$ cat src/hw/rtl/websocket_client_frame_deframer_core_assert.svh
// Assertion macros used by the deframer core RTL.
`ifndef WEBSOCKET_CLIENT_FRAME_DEFRAMER_CORE_ASSERT_SVH
`define WEBSOCKET_CLIENT_FRAME_DEFRAMER_CORE_ASSERT_SVH

// Clocked check, quiet while reset is held.
`define WSCFD_ASSERT_CLK(label, prop, msg) \
    label: assert property (@(posedge i_clk) disable iff (!i_rst_n) prop) else $error(msg);

// Clocked check that also holds during reset.
`define WSCFD_ASSERT_ALWAYS(label, prop, msg) \
    label: assert property (@(posedge i_clk) prop) else $error(msg);

`endif

$ cat src/hw/rtl/wscfd_pkg.sv
// Types and constants for the WebSocket client frame deframer.
package wscfd_pkg;

    // Result status codes
    localparam logic [2:0] ST_DATA  = 3'd0;
    localparam logic [2:0] ST_EMPTY = 3'd1;
    localparam logic [2:0] ST_PONG  = 3'd2;
    localparam logic [2:0] ST_CLOSE = 3'd3;
    localparam logic [2:0] ST_ERROR = 3'd4;

    // Frame opcodes
    localparam logic [3:0] OP_TEXT  = 4'h1;
    localparam logic [3:0] OP_CLOSE = 4'h8;
    localparam logic [3:0] OP_PING  = 4'h9;
    localparam logic [3:0] OP_PONG  = 4'hA;

    // Short length codes in the second header byte
    localparam logic [6:0] LEN_MAX_SHORT = 7'd125;
    localparam logic [6:0] LEN_EXT64     = 7'd127;
    localparam logic [3:0] EXT_BYTES_16  = 4'd2;
    localparam logic [3:0] EXT_BYTES_64  = 4'd8;

    localparam logic [23:0] MAX_PAYLOAD_RESET = 24'h080000;

    typedef struct packed {
        logic [2:0] status;
        logic [7:0] payload_byte;
        logic       frame_kind;
        logic       last;
    } t_result;

endpackage

$ cat src/hw/rtl/websocket_client_frame_deframer_core.sv
// WebSocket client-to-server frame deframer and payload unmasker.
//
// Takes one raw frame byte per cycle on s_axis while s_axis_tready is high
// and parses the header, the 16- or 64-bit extended length and the 4-byte
// mask key, then emits each text or ping payload byte unmasked on m_axis
// with tlast on the last one. The only per-byte work is the phase update,
// a 24-bit length decrement/compare and one XOR, all between the phase
// registers and the output register; a result that meets a full, stalled
// output register goes to the skid entry. A two-entry output stage (output
// register plus skid) keeps s_axis_tready high while one result waits on a stalled sink.
// Empty text/ping frames give one end marker, pong frames give one result
// at frame end, and an unmasked frame, a bad opcode or an oversized length
// gives an error result. After error or close the block swallows all input
// until reset. max_payload may only be written while the block is idle.
`include "websocket_client_frame_deframer_core_assert.svh"

module websocket_client_frame_deframer_core (
    input  logic        i_clk,
    input  logic        i_rst_n,
    // configuration: max_payload
    input  logic        i_cfg_wr_en,
    input  logic [23:0] i_cfg_wr_data,
    // request in
    input  logic        s_axis_tvalid,
    output logic        s_axis_tready,
    input  logic [7:0]  s_axis_tdata,   // [7:0] stream_byte
    // result out
    output logic        m_axis_tvalid,
    input  logic        m_axis_tready,
    output logic [7:0]  m_axis_tdata,   // [7:0] payload_byte
    output logic        m_axis_tlast,   // last
    output logic [7:0]  m_axis_tuser    // [2:0] status, [3] frame_kind, [7:4] zero
);

    typedef enum logic [2:0] {
        PH_HDR1,
        PH_HDR2,
        PH_EXTLEN,
        PH_MASK,
        PH_PAYLOAD,
        PH_HALTED
    } t_phase;

    t_phase               r_phase,     n_phase;
    logic [3:0]           r_opcode,    n_opcode;
    logic [3:0]           r_ext_left,  n_ext_left;
    logic [23:0]          r_len,       n_len;
    logic                 r_len_big,   n_len_big;
    logic [31:0]          r_key,       n_key;
    logic [1:0]           r_mask_pos,  n_mask_pos;
    logic [23:0]          r_max_payload;

    wscfd_pkg::t_result   r_out, r_skid, res;
    logic                 r_out_valid, r_skid_valid;
    logic                 res_valid;

    logic                 in_accept, out_pop, push;
    logic [7:0]           b;
    logic [7:0]           key_byte;
    logic [23:0]          len_shift, len_dec;
    logic                 len_big_shift;
    logic [23:0]          short_len;

    assign b             = s_axis_tdata;
    assign s_axis_tready = !r_skid_valid;
    assign in_accept     = s_axis_tvalid && s_axis_tready;
    assign out_pop       = r_out_valid && m_axis_tready;
    assign push          = in_accept && res_valid;

    assign m_axis_tvalid = r_out_valid;
    assign m_axis_tdata  = r_out.payload_byte;
    assign m_axis_tlast  = r_out.last;
    assign m_axis_tuser  = {4'b0000, r_out.frame_kind, r_out.status};

    // bits shifted out of the low 24 only matter as "too long"
    assign len_shift     = {r_len[15:0], b};
    assign len_big_shift = r_len_big || (r_len[23:16] != 8'd0);
    assign len_dec       = r_len - 24'd1;
    assign short_len     = {17'd0, b[6:0]};

    always_comb begin
        case (r_mask_pos)
            2'd0:    key_byte = r_key[31:24];
            2'd1:    key_byte = r_key[23:16];
            2'd2:    key_byte = r_key[15:8];
            default: key_byte = r_key[7:0];
        endcase
    end

    always_comb begin
        n_phase      = r_phase;
        n_opcode     = r_opcode;
        n_ext_left   = r_ext_left;
        n_len        = r_len;
        n_len_big    = r_len_big;
        n_key        = r_key;
        n_mask_pos   = r_mask_pos;
        res_valid    = 1'b0;
        res.status       = wscfd_pkg::ST_ERROR;
        res.payload_byte = 8'd0;
        res.frame_kind   = 1'b0;
        res.last         = 1'b1;

        unique case (r_phase)
            PH_HDR1: begin
                n_opcode = b[3:0];
                n_phase  = PH_HDR2;
            end
            PH_HDR2: begin
                if (!b[7]) begin
                    n_phase   = PH_HALTED;
                    res_valid = 1'b1;
                end else begin
                    unique case (r_opcode) inside
                        wscfd_pkg::OP_CLOSE: begin
                            n_phase    = PH_HALTED;
                            res_valid  = 1'b1;
                            res.status = wscfd_pkg::ST_CLOSE;
                        end
                        wscfd_pkg::OP_TEXT, wscfd_pkg::OP_PING, wscfd_pkg::OP_PONG: begin
                            n_len_big = 1'b0;
                            if (b[6:0] > wscfd_pkg::LEN_MAX_SHORT) begin
                                n_ext_left = (b[6:0] == wscfd_pkg::LEN_EXT64) ?
                                             wscfd_pkg::EXT_BYTES_64 :
                                             wscfd_pkg::EXT_BYTES_16;
                                n_len      = 24'd0;
                                n_phase    = PH_EXTLEN;
                            end else begin
                                n_len = short_len;
                                if (short_len > r_max_payload) begin
                                    n_phase   = PH_HALTED;
                                    res_valid = 1'b1;
                                end else begin
                                    n_key      = 32'd0;
                                    n_mask_pos = 2'd0;
                                    n_phase    = PH_MASK;
                                end
                            end
                        end
                        default: begin
                            n_phase   = PH_HALTED;
                            res_valid = 1'b1;
                        end
                    endcase
                end
            end
            PH_EXTLEN: begin
                n_len      = len_shift;
                n_len_big  = len_big_shift;
                n_ext_left = r_ext_left - 4'd1;
                if (n_ext_left == 4'd0) begin
                    if (len_big_shift || (len_shift > r_max_payload)) begin
                        n_phase   = PH_HALTED;
                        res_valid = 1'b1;
                    end else begin
                        n_key      = 32'd0;
                        n_mask_pos = 2'd0;
                        n_phase    = PH_MASK;
                    end
                end
            end
            PH_MASK: begin
                n_key      = {r_key[23:0], b};
                n_mask_pos = r_mask_pos + 2'd1;
                if (n_mask_pos == 2'd0) begin
                    if (r_len == 24'd0) begin
                        n_phase   = PH_HDR1;
                        res_valid = 1'b1;
                        if (r_opcode == wscfd_pkg::OP_PONG) begin
                            res.status = wscfd_pkg::ST_PONG;
                        end else begin
                            res.status     = wscfd_pkg::ST_EMPTY;
                            res.frame_kind = (r_opcode == wscfd_pkg::OP_PING);
                        end
                    end else begin
                        n_phase = PH_PAYLOAD;
                    end
                end
            end
            PH_PAYLOAD: begin
                n_mask_pos = r_mask_pos + 2'd1;
                n_len      = len_dec;
                if (len_dec == 24'd0) begin
                    n_phase = PH_HDR1;
                end
                if (r_opcode == wscfd_pkg::OP_PONG) begin
                    // drop pong payload, report only its end
                    res_valid  = (len_dec == 24'd0);
                    res.status = wscfd_pkg::ST_PONG;
                end else begin
                    res_valid        = 1'b1;
                    res.status       = wscfd_pkg::ST_DATA;
                    res.payload_byte = b ^ key_byte;
                    res.frame_kind   = (r_opcode == wscfd_pkg::OP_PING);
                    res.last         = (len_dec == 24'd0);
                end
            end
            PH_HALTED: begin
                n_phase = PH_HALTED;
            end
            default: begin
                n_phase = PH_HALTED;
            end
        endcase
    end

    always_ff @(posedge i_clk) begin
        if (!i_rst_n) begin
            r_phase       <= PH_HDR1;
            r_opcode      <= 4'd0;
            r_ext_left    <= 4'd0;
            r_len         <= 24'd0;
            r_len_big     <= 1'b0;
            r_key         <= 32'd0;
            r_mask_pos    <= 2'd0;
            r_max_payload <= wscfd_pkg::MAX_PAYLOAD_RESET;
            r_out_valid   <= 1'b0;
            r_skid_valid  <= 1'b0;
        end else begin
            if (i_cfg_wr_en) begin
                r_max_payload <= i_cfg_wr_data;
            end
            if (in_accept) begin
                r_phase    <= n_phase;
                r_opcode   <= n_opcode;
                r_ext_left <= n_ext_left;
                r_len      <= n_len;
                r_len_big  <= n_len_big;
                r_key      <= n_key;
                r_mask_pos <= n_mask_pos;
            end
            // output register backed by one skid entry
            if (!r_out_valid || out_pop) begin
                if (r_skid_valid) begin
                    r_out        <= r_skid;
                    r_out_valid  <= 1'b1;
                    r_skid_valid <= 1'b0;
                end else begin
                    r_out        <= res;
                    r_out_valid  <= push;
                end
            end else if (push) begin
                r_skid       <= res;
                r_skid_valid <= 1'b1;
            end
        end
    end

    `WSCFD_ASSERT_ALWAYS(a_skid_behind_out, r_skid_valid |-> r_out_valid, "skid holds data while output register is empty")
    `WSCFD_ASSERT_CLK(a_halt_after_stop, (push && (res.status == wscfd_pkg::ST_ERROR || res.status == wscfd_pkg::ST_CLOSE)) |=> (r_phase == PH_HALTED), "error or close did not halt the parser")
    `WSCFD_ASSERT_CLK(a_payload_len_live, (r_phase == PH_PAYLOAD) |-> (r_len != 24'd0 && !r_len_big), "payload phase with no bytes left or oversized length")
    `WSCFD_ASSERT_CLK(a_marker_shape, (m_axis_tvalid && m_axis_tuser[2:0] != wscfd_pkg::ST_DATA) |-> (m_axis_tlast && m_axis_tdata == 8'd0), "marker result without tlast or with payload")

endmodule
$ cat config.mk
export PLATFORM = sky130hd
export DESIGN_NAME = websocket_client_frame_deframer_core
export DESIGN_NICKNAME = d
export VERILOG_FILES = /design/src/hw/rtl/wscfd_pkg.sv /design/src/hw/rtl/websocket_client_frame_deframer_core.sv
export VERILOG_INCLUDE_DIRS = /design/src /design/src/hw/rtl
export SDC_FILE = /design/constraint.sdc
export NUM_CORES = 1
export LEC_CHECK = 0
export CELL_PAD_IN_SITES_DETAIL_PLACEMENT = 0
export CELL_PAD_IN_SITES_GLOBAL_PLACEMENT = 2
export CORE_ASPECT_RATIO = 0.6
export CORE_MARGIN = 2
export CORE_UTILIZATION = 25
export DETAILED_ROUTE_END_ITERATION = 8
export DONT_BUFFER_PORTS = 1
export GPL_TIMING_DRIVEN = 0
export PLACE_DENSITY = 0.58
export SLEW_MARGIN = 20
export SYNTH_ARGS = -nofsm -noshare
export SYNTH_HDL_FRONTEND = slang
export SYNTH_SLANG_ARGS = --single-unit
export TNS_END_PERCENT = 100
$ cat constraint.sdc
create_clock -name i_clk -period 7.7 [get_ports i_clk]
set_clock_uncertainty 0.1 [all_clocks]
set_input_delay 0.77 -clock i_clk [delete_from_list [all_inputs] [get_ports i_clk]]
set_output_delay 0.77 -clock i_clk [all_outputs]
set_load 0.01 [all_outputs]
After elaboration in Yosys (flattened, before gate mapping)
Cells that the tools add are included.
{ "totals": {"register_bits": 122, "output_inout_bits": 19} }
{ "classes": {"add_sub_neg": 3, "order_cmp": 3, "n_eq_ne": 20, "muxes": 63, "n_bitwise": 3, "n_reduce_logical": 31} }
{ "ops": {"columns": ["cell", "n"], "rows": [
  ["32-bit two-way mux", 6],
  ["32-bit case mux with 3 select lines", 1],
  ["24-bit case mux with 3 select lines", 1],
  ["24-bit zero test", 2],
  ["24-bit two-way mux", 2],
  ["3-bit two-way mux", 13],
  ["24-bit > comparator", 1],
  ["7-bit by 24-bit > comparator with 1-bit output", 1],
  ["8-bit case mux with 3 select lines", 1],
  ["24-bit by 1-bit subtractor with 24-bit output, second input constant", 1],
  ["1-bit two-way mux", 16],
  ["2-bit two-way mux", 8],
  ["4-bit two-way mux", 4],
  ["2-bit != test, second input constant", 8],
  ["8-bit AND reduction", 2],
  ["3-bit case mux with 5 select lines", 1],
  ["13-bit two-way mux", 1],
  ["4-bit equality test, second input constant", 3],
  ["4-bit AND reduction", 3],
  ["10-bit two-way mux", 1],
  ["3-bit case mux with 3 select lines", 1],
  ["3-bit nonzero test", 3],
  ["8-bit two-way mux", 1],
  ["4-bit case mux with 2 select lines", 1],
  ["30 further kinds", 41]
]} }

Logic depth before layout (Yosys ltp)
{ "logic_depth": {"word_depth": 8, "depth_mapped": 12, "depth_no_buf": 10} }

Least setup slack after synthesis
Ideal clock, no wire load.
{ "synth_timing": {"path_kind": "register to register", "startpoint": "reg r_len[1]", "endpoint": "reg r_skid[0] (netlist name) (enable)", "setup_ns": 0.400, "t_arrival_ns": 3.657, "slack_ns": 3.544, "stages_incl_launch_ff": 13, "n_path_buf": 2, "period_less_slack_ns": 4.156, "cell_sequence": "dfxtp_1 -> clkbuf_1 -> inv_1 -> ha_1 -> clkbuf_1 -> or4b_2 -> nor4_2 -> xor2_1 -> a2111oi_0 -> nand4_1 -> a21oi_1 -> nor2_1 -> nor3_1"} }
{ "synth_via": {"elab_chain_cells": 7} }
{ "synth_lines": {"columns": ["item", "line", "source"], "rows": [
  ["start, declared", "websocket_client_frame_deframer_core.sv:47", "logic [23:0] r_len, n_len;"],
  ["start signal, assigned", "websocket_client_frame_deframer_core.sv:227", "r_len <= n_len;"],
  ["branches (longest 4 deep; another with 24-bit by 1-bit subtractor with 24-bit output)", null, null],
  ["1-bit case mux with 4 select lines (*)", "websocket_client_frame_deframer_core.sv:104", "unique case (r_phase)"],
  ["1-bit logical AND (*)", "websocket_client_frame_deframer_core.sv:68", "assign push = in_accept && res_valid;"],
  ["3-bit AND reduction (no source line) (*)", null, null],
  ["end signal, assigned", "websocket_client_frame_deframer_core.sv:243", "r_skid <= res;"],
  ["end, declared", "websocket_client_frame_deframer_core.sv:53", "wscfd_pkg::t_result r_out, r_skid, res;"]
]} }
Every way passes the cells marked *.
A chain may end at the register's enable or synchronous reset.

Final worst setup path
{ "layout_timing": {"startpoint": "reg r_len[1]", "endpoint": "reg r_skid[10] (netlist name) (enable)"} }
The elaborated chain is that of the path after synthesis.

==> out/summary.txt <==
Max clock buf depth -> 2
Max Fanout on Critical Path -> 11
RSZ-0062 raised after global routing -> no
f_max -> 0.220 GHz
commonest cells in the netlist -> 96 x dfxtp_1, 47 x nor2b_1, 45 x nor2_1, 44 x nand2_1, 41 x o21ai_0
largest family of logic cells by synthesized area -> compound AO/OA/AOI/OAI gates
Die ar. -> 28300 um2
hold depth -> 1
Final Hold Viols -> 0
pre-CTS setup slack -> 3190 ps
Post-Synth Adder-Cell Area -> 5.94%
status -> completed
Gates resized, CTS repair -> 0
max-slew violations -> 0
synthesis-to-finish area growth -> 15.3%
# hold bufs at CTS -> 0
Final HPWL DP -> 16600 um
vias in the first global route -> 5459
Critical-path top delay cell -> or4b_2
Critical R2R Capture -> r_skid[10]$_DFFE_PP_
yosys warns -> 0
flops & latches, synth -> 122
P per Cell Area -> 226 nW/um2
CTS Sinks -> 122
post-synthesis mux area share -> 6.71%
initial antenna violation count -> 1
IO Port Bufs -> 0
largest net degree at the start of global routing -> 17
Worst Reg2Reg Path Length in Cells -> 13
Nets -> 822
worst skew pair latency -> 430 ps
fillers -> 2806
WL/cell -> 20.0 um
GRT Residual Overflow -> 0
I/O pins -> 56
Hold Path Class -> input port to flip-flop
count leader, synth -> dfxtp_1
Post-Synth Simple-Gate Area -> 18.9%
CP most frequent cell -> clkbuf_1
worst endpoint required time -> 7730 ps
Reg2Reg Setup Slack -> 3150 ps
Inserted Clock Buffers -> 17
gpl congestion -> 0.853
crit path cell chain -> clkbuf_1, inv_1, ha_1, clkbuf_1, or4b_2, nor4_2, xor2_1, a2111oi_0, nand4_1, a21oi_1, nor2_1, nor3_2, buf_4
die height -> 131 um
postcts setup bufs -> 0
crit path kind -> flip-flop to flip-flop
asr flop ratio synth -> 0%
Synth Area in XOR/XNOR -> 2.21%
ratio of cells with drive above 1 in the final layout -> 9.28%
Tmin final -> 4550 ps
peak supply drop -> 0.000109 V
Hold Path End -> r_key[5]$_SDFFE_PN0P_
Die W -> 216 um
clock root cell -> clkbuf_16
delay of the slowest critical-path stage -> 630 ps
Compound-Gate Fraction of Synth Area -> 19.8%
first-pass GRT wire length -> 34500 um
Syn Area/Cell -> 9.23 um2
Syn Inst Count -> 730
Slew @ Worst Pin -> 1200 ps
Yosys cell types -> 71
CP Capture Type -> flip-flop
Leakage Power -> 2.89 nW
Main synth FF type -> dfxtp_1
# DRC -> 0
crit start category -> flip-flop
via count -> 5619
number of synthesized flops with an enable pin -> 26
Cell Rows -> 46
final worst path period share -> 59.1%
synthesized area -> 6740 um2
Synth area leader -> dfxtp_1
Iter 0 DRT Violations -> 505
Synth area leaders -> dfxtp_1 29%, edfxtp_1 12%, ha_1 5.9%, nor2b_1 4.4%, mux2i_1 4.3%
maxcap violations -> 0
starting density of the core -> 25.4%
Hold Startpoint -> s_axis_tdata[5]
1st-pass router iterations -> 5
clock-pin slew on the worst setup and hold paths -> 60 ps
WHS -> 367 ps
max-slew headroom at the worst pin -> 19.5%
Crit Reg-Reg Startpoint -> r_len[1]$_SDFFE_PN0P_
WL final -> 22500 um
GRT Total Usage -> 16.2%
Core Area -> 26500 um2
H-tree depth -> 4
critical path data arrival time -> 4580 ps
CTS tree -> yes
min setup slack post-route -> 3150 ps
Yosys top cell area share -> 28.5%
Setup Total Neg Slack -> 0 ps
antenna viol nets, final -> 0
sequential area share after synthesis -> 40.1%
Vias/cell -> 4.99
# setup viols final -> 0
[power breakdown]
part	switching [mW]	total (mW)	internal, mW
Sequential	0.0244	0.700	0.675
Clock	0.295	0.759	0.464
Combinational	0.186	0.292	0.105
Total	0.506	1.75	1.24
[cell families after synthesis]
family,count (synthesis)
compound gates,190
flops,122
simple gates,235
mux,43
buf+inv,90
other cells,1
xor+xnor,17
fa+ha+maj,32
[flip-flops by register name (all words and copies together), names as in the netlist, 4 cells and up]
signal,flops
r_opcode,4
r_skid,13
m_axis_tuser,4
r_max_payload,24
r_len,24
r_ext_left,4
m_axis_tdata,8
r_key,32
[metal layers]
layer / wire (um) / track usage (%) / up-vias
met3: 1250 / 4.12 / 12
met2: 8160 / 20.0 / 171
met4: 177 / 4.19 / 0
met1: 12900 / 26.4 / 2722
li1: - / - / 2714
met5: 0 / 0 / -
[worst max path at each step]
stage               cells past startpoint                   from                   end  slack (ps)
detailed placement                     13  r_len[1]$_SDFFE_PN0P_   r_skid[9]$_DFFE_PP_        3190
finish                                 13  r_len[1]$_SDFFE_PN0P_  r_skid[10]$_DFFE_PP_        3150
floorplan                              12  r_len[1]$_SDFFE_PN0P_   r_skid[0]$_DFFE_PP_        3540
global placement                       12  r_len[1]$_SDFFE_PN0P_   r_skid[6]$_DFFE_PP_        2240
global route                           13  r_len[1]$_SDFFE_PN0P_  r_skid[10]$_DFFE_PP_        2850
CTS                                    13  r_len[1]$_SDFFE_PN0P_   r_skid[4]$_DFFE_PP_        3170
[stage by stage]
step                      total power [mW]  instance area [um2]  std cells  util [%]
after floorplan                      0.911                 6750        733         -
after global placement               0.997                 7200       1093      27.2
after detailed placement             0.999                 7210       1094      27.2
after CTS                             1.76                 7760       1125      29.3
after global routing                  1.83                 7760       1125      29.3
final                                 1.75                 7760       1126      29.3
[cells in the final DEF (no fill, tap or decap), types with 26 or more instances in the layout]
| cell | Yosys | final |
|---|---|---|
| edfxtp_1 | 26 | 26 |
| nor2b_1 | 47 | 47 |
| mux2i_1 | 29 | 29 |
| o21ai_0 | 41 | 41 |
| a22o_1 | 30 | 30 |
| clkbuf_1 | 35 | 38 |
| inv_1 | 37 | 37 |
| a21oi_1 | 34 | 34 |
| nand2_1 | 44 | 44 |
| ha_1 | 32 | 32 |
| nor2_1 | 45 | 45 |
| dfxtp_1 | 96 | 96 |
[critical path: cells and delay by family (launching register included)]
kind            cells  cell delay (ps)
flops               1              320
compound gates      2              860
simple gates        5             1740
fa+ha+maj           1              140
xor+xnor            1              130
buf+inv             4              960
[cell type report]
type                            count  area (um2)  area share (%)
Sequential cell                   122        2700            34.8
Inverter                           39         146            1.89
Timing Repair Buffer                1        7.51          0.0967
Multi-Input combinational cell    521        3620            46.7
Antenna cell                        1        2.50          0.0322
Clock buffer                       23         478            6.16
Buffer                             51         278            3.58
Tap cell                          360         450            5.80
Clock inverter                      8        72.6           0.935
No activity file was read; power rests on OpenSTA's default activity.
